### src/rtl/ptrs_pkg.sv
// ----------------------------------------------------------------------------
// Periodic task release scheduler package
// Shared constants, command codes, state encoding and unit handshake types.
// ----------------------------------------------------------------------------
package ptrs_pkg;

  // Slot table geometry.
  localparam int NumSlots = 8;
  localparam int SlotW    = 3;
  localparam int PeriodW  = 16;
  localparam int MaskW    = 8;
  localparam int CmdW     = 3;

  // Command codes carried in a request.
  typedef enum logic [CmdW-1:0] {
    CMD_TICK    = 3'd0,
    CMD_CREATE  = 3'd1,
    CMD_SUSPEND = 3'd2,
    CMD_RESUME  = 3'd3,
    CMD_DELETE  = 3'd4
  } cmd_e;

  // Sequencer states of the top level.
  typedef enum logic [1:0] {
    S_IDLE,
    S_SCAN,
    S_WAIT,
    S_EMIT
  } state_e;

  // Start request to the shared remainder unit.
  typedef struct packed {
    logic               start;
    logic [PeriodW-1:0] dividend;
    logic [PeriodW-1:0] divisor;
  } mod_req_t;

  // Completion status from the shared remainder unit.
  typedef struct packed {
    logic done;
    logic rem_zero;
  } mod_rsp_t;

endpackage

### src/rtl/ptrs_if.sv
// ----------------------------------------------------------------------------
// Scheduler channel interfaces
// Valid/ready channels for incoming command requests and outgoing results.
// ----------------------------------------------------------------------------
interface ptrs_in_if;
  logic        valid;
  logic        ready;
  logic [2:0]  command;
  logic [2:0]  task_slot;
  logic [15:0] period;
  logic        has_task;

  modport source (output valid, command, task_slot, period, has_task, input ready);
  modport sink   (input valid, command, task_slot, period, has_task, output ready);
endinterface

interface ptrs_out_if;
  logic        valid;
  logic        ready;
  logic [7:0]  due_mask;
  logic [15:0] tick_value;

  modport source (output valid, due_mask, tick_value, input ready);
  modport sink   (input valid, due_mask, tick_value, output ready);
endinterface

### src/rtl/ptrs_mod_unit.sv
// ----------------------------------------------------------------------------
// Shared remainder unit
// Restoring division, one quotient bit per cycle; reports whether the
// remainder is zero after PeriodW steps.
// ----------------------------------------------------------------------------
module ptrs_mod_unit (
  input  logic             clk_i,
  input  logic             rst_ni,
  input  ptrs_pkg::mod_req_t req_i,
  output ptrs_pkg::mod_rsp_t rsp_o
);
  import ptrs_pkg::*;

  localparam int CntW = $clog2(PeriodW);

  logic               busy_q, busy_d;
  logic               done_q, done_d;
  logic [CntW-1:0]    cnt_q, cnt_d;
  logic [PeriodW:0]   rem_q, rem_d;
  logic [PeriodW-1:0] dvd_q, dvd_d;
  logic [PeriodW-1:0] div_q, div_d;
  logic [PeriodW:0]   rem_sh;

  // Start loads the operands; otherwise one restoring step: shift in the next dividend bit, subtract if it fits.
  always_comb begin
    rem_sh = {rem_q[PeriodW-1:0], dvd_q[PeriodW-1]};
    busy_d = busy_q;
    done_d = 1'b0;
    cnt_d  = cnt_q;
    rem_d  = rem_q;
    dvd_d  = dvd_q;
    div_d  = div_q;
    if (req_i.start) begin
      busy_d = 1'b1;
      cnt_d  = CntW'(PeriodW - 1);
      rem_d  = '0;
      dvd_d  = req_i.dividend;
      div_d  = req_i.divisor;
    end else if (busy_q) begin
      dvd_d = {dvd_q[PeriodW-2:0], 1'b0};
      if (rem_sh >= {1'b0, div_q}) begin
        rem_d = rem_sh - {1'b0, div_q};
      end else begin
        rem_d = rem_sh;
      end
      cnt_d = cnt_q - CntW'(1);
      if (cnt_q == '0) begin
        busy_d = 1'b0;
        done_d = 1'b1;
      end
    end
  end

  // Control state.
  always_ff @(posedge clk_i or negedge rst_ni) begin
    if (!rst_ni) begin
      busy_q <= 1'b0;
      done_q <= 1'b0;
      cnt_q  <= '0;
    end else begin
      busy_q <= busy_d;
      done_q <= done_d;
      cnt_q  <= cnt_d;
    end
  end

  // Datapath registers.
  always_ff @(posedge clk_i) begin
    rem_q <= rem_d;
    dvd_q <= dvd_d;
    div_q <= div_d;
  end

  assign rsp_o.done     = done_q;
  assign rsp_o.rem_zero = (rem_q == '0);

endmodule

### src/rtl/periodic_task_release_scheduler_core.sv
// ----------------------------------------------------------------------------
// Periodic task release scheduler core
// Keeps the slot table and, on each tick, walks the slots through one shared
// remainder unit to build the mask of released slots.
// ----------------------------------------------------------------------------
// Timing: a non-tick request goes from S_IDLE to S_EMIT, where its result
// is loaded into the result register; a tick walks the slots in S_SCAN and,
// for each eligible slot, waits in S_WAIT for the shared 16-step remainder unit.
// Throughput: one request at a time; ready is high only when idle, and the
// result register lets the next request in while a result still waits.
// Reset clears the tick counter and all slot flags and periods.
module periodic_task_release_scheduler_core (
  input logic clk_i,
  input logic rst_ni,
  ptrs_in_if.sink    req_i,
  ptrs_out_if.source rsp_o
);
  import ptrs_pkg::*;

  state_e             state_q, state_d;
  logic [SlotW-1:0]   slot_q, slot_d;
  logic [MaskW-1:0]   mask_q, mask_d;
  logic [PeriodW-1:0] tick_q, tick_d;
  logic [PeriodW-1:0] period_q [NumSlots];
  logic [NumSlots-1:0] resumed_q, resumed_d;
  logic [NumSlots-1:0] present_q, present_d;
  logic               out_valid_q, out_valid_d;
  logic [MaskW-1:0]   out_mask_q, out_mask_d;
  logic [PeriodW-1:0] out_tick_q, out_tick_d;
  logic               accept;
  logic               per_we;
  logic               eligible;
  logic               last_slot;
  mod_req_t           mod_req;
  mod_rsp_t           mod_rsp;

  assign accept    = req_i.valid && req_i.ready;
  assign eligible  = present_q[slot_q] && resumed_q[slot_q] && (period_q[slot_q] != '0);
  assign last_slot = (slot_q == SlotW'(NumSlots - 1));

  // Shared remainder unit.
  ptrs_mod_unit u_mod (
    .clk_i  (clk_i),
    .rst_ni (rst_ni),
    .req_i  (mod_req),
    .rsp_o  (mod_rsp)
  );

  // Sequencer: apply commands, walk the slots on a tick, emit the result.
  always_comb begin
    state_d     = state_q;
    slot_d      = slot_q;
    mask_d      = mask_q;
    tick_d      = tick_q;
    resumed_d   = resumed_q;
    present_d   = present_q;
    per_we      = 1'b0;
    out_valid_d = out_valid_q;
    out_mask_d  = out_mask_q;
    out_tick_d  = out_tick_q;
    req_i.ready = (state_q == S_IDLE);
    mod_req.start    = 1'b0;
    mod_req.dividend = tick_q;
    mod_req.divisor  = period_q[slot_q];

    if (rsp_o.valid && rsp_o.ready) begin
      out_valid_d = 1'b0;
    end

    unique case (state_q)
      S_IDLE: begin
        if (accept) begin
          mask_d  = '0;
          slot_d  = '0;
          state_d = S_EMIT;
          case (req_i.command)
            CMD_TICK: begin
              tick_d  = tick_q + PeriodW'(1);
              state_d = S_SCAN;
            end
            CMD_CREATE: begin
              per_we                     = 1'b1;
              resumed_d[req_i.task_slot] = 1'b1;
              present_d[req_i.task_slot] = req_i.has_task;
            end
            CMD_SUSPEND: resumed_d[req_i.task_slot] = 1'b0;
            CMD_RESUME:  resumed_d[req_i.task_slot] = 1'b1;
            CMD_DELETE:  present_d[req_i.task_slot] = 1'b0;
            default: ;
          endcase
        end
      end
      S_SCAN: begin
        if (eligible) begin
          mod_req.start = 1'b1;
          state_d       = S_WAIT;
        end else if (last_slot) begin
          state_d = S_EMIT;
        end else begin
          slot_d = slot_q + SlotW'(1);
        end
      end
      S_WAIT: begin
        if (mod_rsp.done) begin
          mask_d[slot_q] = mod_rsp.rem_zero;
          if (last_slot) begin
            state_d = S_EMIT;
          end else begin
            slot_d  = slot_q + SlotW'(1);
            state_d = S_SCAN;
          end
        end
      end
      S_EMIT: begin
        if (!out_valid_q || rsp_o.ready) begin
          out_valid_d = 1'b1;
          out_mask_d  = mask_q;
          out_tick_d  = tick_q;
          state_d     = S_IDLE;
        end
      end
      default: state_d = S_IDLE;
    endcase
  end

  // Control state and slot flags.
  always_ff @(posedge clk_i or negedge rst_ni) begin
    if (!rst_ni) begin
      state_q     <= S_IDLE;
      slot_q      <= '0;
      mask_q      <= '0;
      tick_q      <= '0;
      resumed_q   <= '0;
      present_q   <= '0;
      out_valid_q <= 1'b0;
    end else begin
      state_q     <= state_d;
      slot_q      <= slot_d;
      mask_q      <= mask_d;
      tick_q      <= tick_d;
      resumed_q   <= resumed_d;
      present_q   <= present_d;
      out_valid_q <= out_valid_d;
    end
  end

  // Slot periods; reset to zero so an unused slot never fires.
  always_ff @(posedge clk_i or negedge rst_ni) begin
    if (!rst_ni) begin
      for (int i = 0; i < NumSlots; i++) begin
        period_q[i] <= '0;
      end
    end else if (per_we) begin
      period_q[req_i.task_slot] <= req_i.period;
    end
  end

  // Result payload register.
  always_ff @(posedge clk_i) begin
    out_mask_q <= out_mask_d;
    out_tick_q <= out_tick_d;
  end

  assign rsp_o.valid      = out_valid_q;
  assign rsp_o.due_mask   = out_mask_q;
  assign rsp_o.tick_value = out_tick_q;

  // The remainder unit is started only while scanning a slot.
  a_start_in_scan : assert property (@(posedge clk_i) disable iff (!rst_ni)
    mod_req.start |-> (state_q == S_SCAN))
    else $error("remainder unit started outside slot scan");

  // A finished remainder is only seen while the sequencer waits for it.
  a_done_in_wait : assert property (@(posedge clk_i) disable iff (!rst_ni)
    mod_rsp.done |-> (state_q == S_WAIT))
    else $error("remainder result arrived while not waiting");

  // Only a tick request moves the counter.
  a_tick_only : assert property (@(posedge clk_i) disable iff (!rst_ni)
    (accept && (req_i.command != CMD_TICK)) |=> $stable(tick_q))
    else $error("tick counter changed on a non-tick request");

endmodule

### src/flat_wrapper.sv
// flat-port wrapper written by rule: the top's interface ports become plain ports
module periodic_task_release_scheduler_core_flat import ptrs_pkg::*;
  (clk_i, rst_ni, req_i_valid, req_i_command, req_i_task_slot, req_i_period, req_i_has_task, req_i_ready, rsp_o_valid, rsp_o_due_mask, rsp_o_tick_value, rsp_o_ready);
  ptrs_in_if req_i_i ();
  ptrs_out_if rsp_o_i ();
  input logic clk_i;
  input logic rst_ni;
  input wire logic [$bits(req_i_i.valid)-1:0] req_i_valid;
  input wire logic [$bits(req_i_i.command)-1:0] req_i_command;
  input wire logic [$bits(req_i_i.task_slot)-1:0] req_i_task_slot;
  input wire logic [$bits(req_i_i.period)-1:0] req_i_period;
  input wire logic [$bits(req_i_i.has_task)-1:0] req_i_has_task;
  output wire logic [$bits(req_i_i.ready)-1:0] req_i_ready;
  output wire logic [$bits(rsp_o_i.valid)-1:0] rsp_o_valid;
  output wire logic [$bits(rsp_o_i.due_mask)-1:0] rsp_o_due_mask;
  output wire logic [$bits(rsp_o_i.tick_value)-1:0] rsp_o_tick_value;
  input wire logic [$bits(rsp_o_i.ready)-1:0] rsp_o_ready;
  assign req_i_i.valid = req_i_valid;
  assign req_i_i.command = req_i_command;
  assign req_i_i.task_slot = req_i_task_slot;
  assign req_i_i.period = req_i_period;
  assign req_i_i.has_task = req_i_has_task;
  assign req_i_ready = req_i_i.ready;
  assign rsp_o_valid = rsp_o_i.valid;
  assign rsp_o_due_mask = rsp_o_i.due_mask;
  assign rsp_o_tick_value = rsp_o_i.tick_value;
  assign rsp_o_i.ready = rsp_o_ready;
  periodic_task_release_scheduler_core u_core (.clk_i(clk_i), .rst_ni(rst_ni), .req_i(req_i_i), .rsp_o(rsp_o_i));
endmodule
### config.mk
export PLATFORM = sky130hd
export DESIGN_NAME = periodic_task_release_scheduler_core_flat
export DESIGN_NICKNAME = d
export VERILOG_FILES = /design/src/rtl/ptrs_pkg.sv /design/src/rtl/ptrs_if.sv /design/src/rtl/ptrs_mod_unit.sv /design/src/rtl/periodic_task_release_scheduler_core.sv /design/src/flat_wrapper.sv
export SDC_FILE = /design/constraint.sdc
export NUM_CORES = 1
export LEC_CHECK = 0
export BUFFER_PORTS_ARGS = -buffer_cell sky130_fd_sc_hd__buf_2
export CAP_MARGIN = 25
export CORE_ASPECT_RATIO = 0.75
export CORE_MARGIN = 2
export CORE_UTILIZATION = 45
export DETAILED_ROUTE_END_ITERATION = 7
export HOLD_SLACK_MARGIN = 0.06
export PLACE_DENSITY = 0.68
export RECOVER_POWER = 50
export SLEW_MARGIN = 10
export SYNTH_ARGS = -nofsm -noshare
export SYNTH_HDL_FRONTEND = slang
export SYNTH_HIERARCHICAL = 1
export SYNTH_SLANG_ARGS = --single-unit
### constraint.sdc
create_clock -name clk_i -period 3.7 [get_ports clk_i]
set_clock_uncertainty 0.1 [all_clocks]
set_input_delay 0.74 -clock clk_i [delete_from_list [all_inputs] [get_ports clk_i]]
set_output_delay 0.74 -clock clk_i [all_outputs]
set_load 0.01 [all_outputs]
==> flow_metrics.py <==
metrics = {
    "min_path": {
        "hold_path.class": "input port to asynchronous set/reset pin",
    },
    "layout": {
        "nets": 1103,
        "post-route-util": 0.513,
        "final.fill_count": 2309,
        "area_growth_syn_to_layout_pct": 11.8,
        "drive_above_1_share": 0.284,
    },
    "run": {
        "drv_cap": 2,
    },
    "logic_synthesis": {
        "ys_top_cells_by_area": "dfrtp_1 36%, mux2_2 15%, edfxtp_1 14%",
        "synth_flop_cell": "dfrtp_1",
        "synth-edff-count": 56,
        "synth_seq_area_share": 0.527,
        "synth_cells": 984,
        "yosys.area.top_type": "dfrtp_1",
        "synth_nets": 1036,
        "postSynthAreaPerCell_sq_um": 12.6,
        "ys_warn_count": 6,
        "synth_top_area_frac": 0.364,
        "async_reset_ff_frac": 0.711,
        "synth_area_sq_um": 12400,
        "ys_types": 83,
        "ys_ff_latch": 253,
    },
    "cts": {
        "post_cts_buffers": 0,
        "hold_buffers": 0,
        "cts_tree": "done",
        "clkSlewWorstSetupHoldPaths_ns": 0.06,
        "clk_latency_ns": 0.54,
        "cts_root_buf": "clkbuf_16",
        "cts_max_level": 1,
        "cts.sinks": 253,
        "cts_buffers": 25,
        "clockBufferDepth": 3,
        "postCtsResizedCells": 0,
    },
    "critical_path": {
        "cp_max_fo": 21,
        "startpoint_type": "register",
        "worstSetupPathType": "register to register",
        "critPathLaunch": "u_core/slot_q[0]",
        "crit-reg2reg-launch": "u_core/slot_q[0]",
        "cp-end-kind": "register",
        "slowest_delay_ns": 0.69,
        "cp.required_ns": 4.04,
        "crit_arrival_ns": 3.78,
        "crit_chain": "mux4_2 -> mux2i_1 -> nand2_1 -> nor4b_1 -> a41o_2 -> nor2_4 -> buf_12 -> or3_1 -> o31ai_1",
        "crit_slowest_cell": "dfrtp_2",
    },
    "detailed_routing": {
        "post-route-drc-count": 0,
        "via_per_inst": 5.71,
        "ant_nets": 0,
        "wirelength_um": 27800,
        "vias": 8104,
        "firstDrtPassIters": 5,
        "drt_iter0_markers": 566,
        "drt-wirelength-per-cell_um": 19.5,
    },
    "sta": {
        "setup_violations": 0,
        "max_freq_mhz": 291,
        "min_period_ns": 3.44,
        "relSlewSlack": -0.608,
        "worst_pin_slew_ns": 2.41,
        "slew_violations": 84,
        "rsz0062_at_grt": "false",
        "setup-tns-final_ns": 0,
        "finalCritPeriodShare": 0.929,
        "hold_viol_final": 0,
    },
    "outcome": {
        "failed_checks": "capacitance limit, slew limit",
        "status": "finished, violations left",
    },
    "power": {
        "leakagePower_nw": 6.41,
        "switching_share": 0.206,
        "p_clk_frac": 0.452,
        "p_switching_mw": 1.10,
        "powerDensity_nw_per_um2": 386,
        "ir_drop_mv": 0.419,
        "power_frac_seq": 0.532,
        "power_frac_comb": 0.016,
        "internal_power_mw": 4.24,
    },
    "placement": {
        "dpl.hpwl_um": 19000,
        "gp_congestion": 0.825,
        "io_buffers": 52,
    },
    "floorplan": {
        "initial_utilization": 0.458,
        "core_sq_um": 27000,
        "num_io_pins": 53,
        "die_h_um": 148,
        "die_area_sq_um": 28900,
        "die_w_um": 196,
        "rows": 52,
    },
    "grt": {
        "overflow": 0,
        "grt_first_pass_wirelength_um": 45300,
        "antenna_found_initial": 1,
        "grt_max_degree": 59,
        "grt_pass1_vias": 7970,
        "groute.usage.overall": 0.197,
    },
}
[registers in the layout, summed over array words and instances, names as in the netlist, 2 cells and up, named ones only]
name and count:
u_core/slot_q 3, u_core/present_q 8, u_core/u_mod/dvd_q 16, u_core/period_q 128, u_core/mask_q 8, u_core/u_mod/cnt_q 4
u_core/rsp_o.due_mask 8, u_core/u_mod/rem_q 17, u_core/state_q 2, u_core/u_mod/div_q 16, u_core/tick_q 16, u_core/rsp_o.tick_value 16
[synthesized netlist by cell type (10+ instances only)]
master / count
o211ai_1: 10
nor2_1: 70
nand2_1: 72
edfxtp_1: 56
a21oi_1: 23
ha_1: 24
o21ai_0: 21
clkbuf_1: 20
nand3b_1: 10
mux4_2: 24
mux2_2: 167
mux2i_1: 17
buf_2: 16
nand3_1: 11
dfrtp_1: 180
dfxtp_1: 17
inv_1: 37
xnor2_1: 18
nand4_1: 11
nand2b_1: 10
[placed cells by master, fill, tap and decap left out, types with 7 or more instances in the layout]
cell type  synthesis  final
a21oi_1           23     23
buf_2             16     26
buf_4              7     31
clkbuf_1          20     37
clkbuf_16          0     26
dfrtp_1          180    179
dfxtp_1           17     17
edfxtp_1          56     56
ha_1              24     24
inv_1             37     37
mux2_2           167    167
mux2i_1           17     17
mux4_2            24     24
nand2_1           72     72
nand2b_1          10     10
nand3_1           11     11
nand3b_1          10     10
nand4_1           11     11
nor2_1            70     69
nor4_1             9      9
o211ai_1          10     10
o21ai_0           21     21
o21bai_1           8      8
xnor2_1           18     18
xor2_1             7      7
[power groups by stage]
| stage | Combinational, mW | Sequential, mW | Clock [mW] |
|---|---|---|---|
| final | 0.0861 | 2.84 | 2.41 |
| after global placement | 0.0930 | 2.89 | 0 |
| after detailed placement | 0.0939 | 2.89 | 0 |
| after global routing | 0.101 | 2.84 | 2.59 |
| after CTS | 0.0942 | 2.84 | 2.48 |
| after floorplan | 0.00973 | 2.89 | 0 |
[cells by family (layout without fill, tap and decap cells)]
logic type               after synthesis  count (layout)  share of synthesized area
flip-flops                           253             253                      0.527
XOR/XNOR                              25              25                     0.0177
buffers and inverters                 89             173                     0.0339
AO/OA/AOI/OAI                        153             153                     0.0936
adder cells (fa/ha/maj)               25              25                     0.0259
AND/OR/NAND/NOR                      227             227                     0.0881
other                                  0               1                          0
multiplexers                         212             212                      0.214
[routing by layer]
metal | share of wire | GRT usage | wire, um | up-vias
li1 | - | - | - | 3764
met4 | 0.013 | 0.0401 | 368 | 2
met3 | 0.058 | 0.0440 | 1610 | 28
met1 | 0.49 | 0.301 | 13700 | 4112
met5 | 0.00058 | 0 | 16 | -
met2 | 0.44 | 0.289 | 12100 | 198
[worst max-delay path, delay by kind of cell (launching register included)]
| kind | cells | cell delay, ns |
|---|---|---|
| muxes | 2 | 1.05 |
| and+or+nand+nor | 4 | 0.80 |
| DFF | 1 | 0.69 |
| AOI/OAI and AO/OA | 2 | 0.50 |
| buffers and inverters | 1 | 0.17 |
[final cells by class]
cell class	count	area [sq um]	area share
antenna	1	2.50	0.000181
clock inverter	6	30.0	0.00217
multi-input combinational	642	5440	0.393
tap	351	439	0.0317
clock buffer	38	746	0.0539
timing repair buffer	89	507	0.0366
inverter	40	150	0.0108
sequential	253	6530	0.472
[path summary, 6_finish.rpt]
kind                                                 end  slack [ns]  depth (start not counted)
worst max-delay path              u_core/u_mod/rem_q[16]        0.26                          9
worst min-delay path                    u_core/tick_q[7]        0.07                          1
worst max register to register    u_core/u_mod/rem_q[16]        0.26                          9
worst min register to register  u_core/rsp_o.due_mask[5]        0.36                          0
max in group asynchronous             u_core/period_q[0]        0.75                          2
min in group clk_i              u_core/rsp_o.due_mask[5]        0.36                          0
[stage by stage]
stage / cells / total power, mW / worst slack (ns) / hold slack (ns) / area (sq um)
finish: 1420 / 5.34 / 0.262 / 0.0677 / 13800
global placement: 1375 / 2.98 / 0.331 / 0.338 / 13100
global route: 1419 / 5.52 / 0.0665 / 0.105 / 13800
detailed placement: 1375 / 2.99 / 0.308 / 0.345 / 13100
CTS: 1419 / 5.41 / 0.252 / 0.0905 / 13900
floorplan: 984 / 2.90 / 0.0568 / 0.319 / 12400
Power figures use the tool's default switching activity.
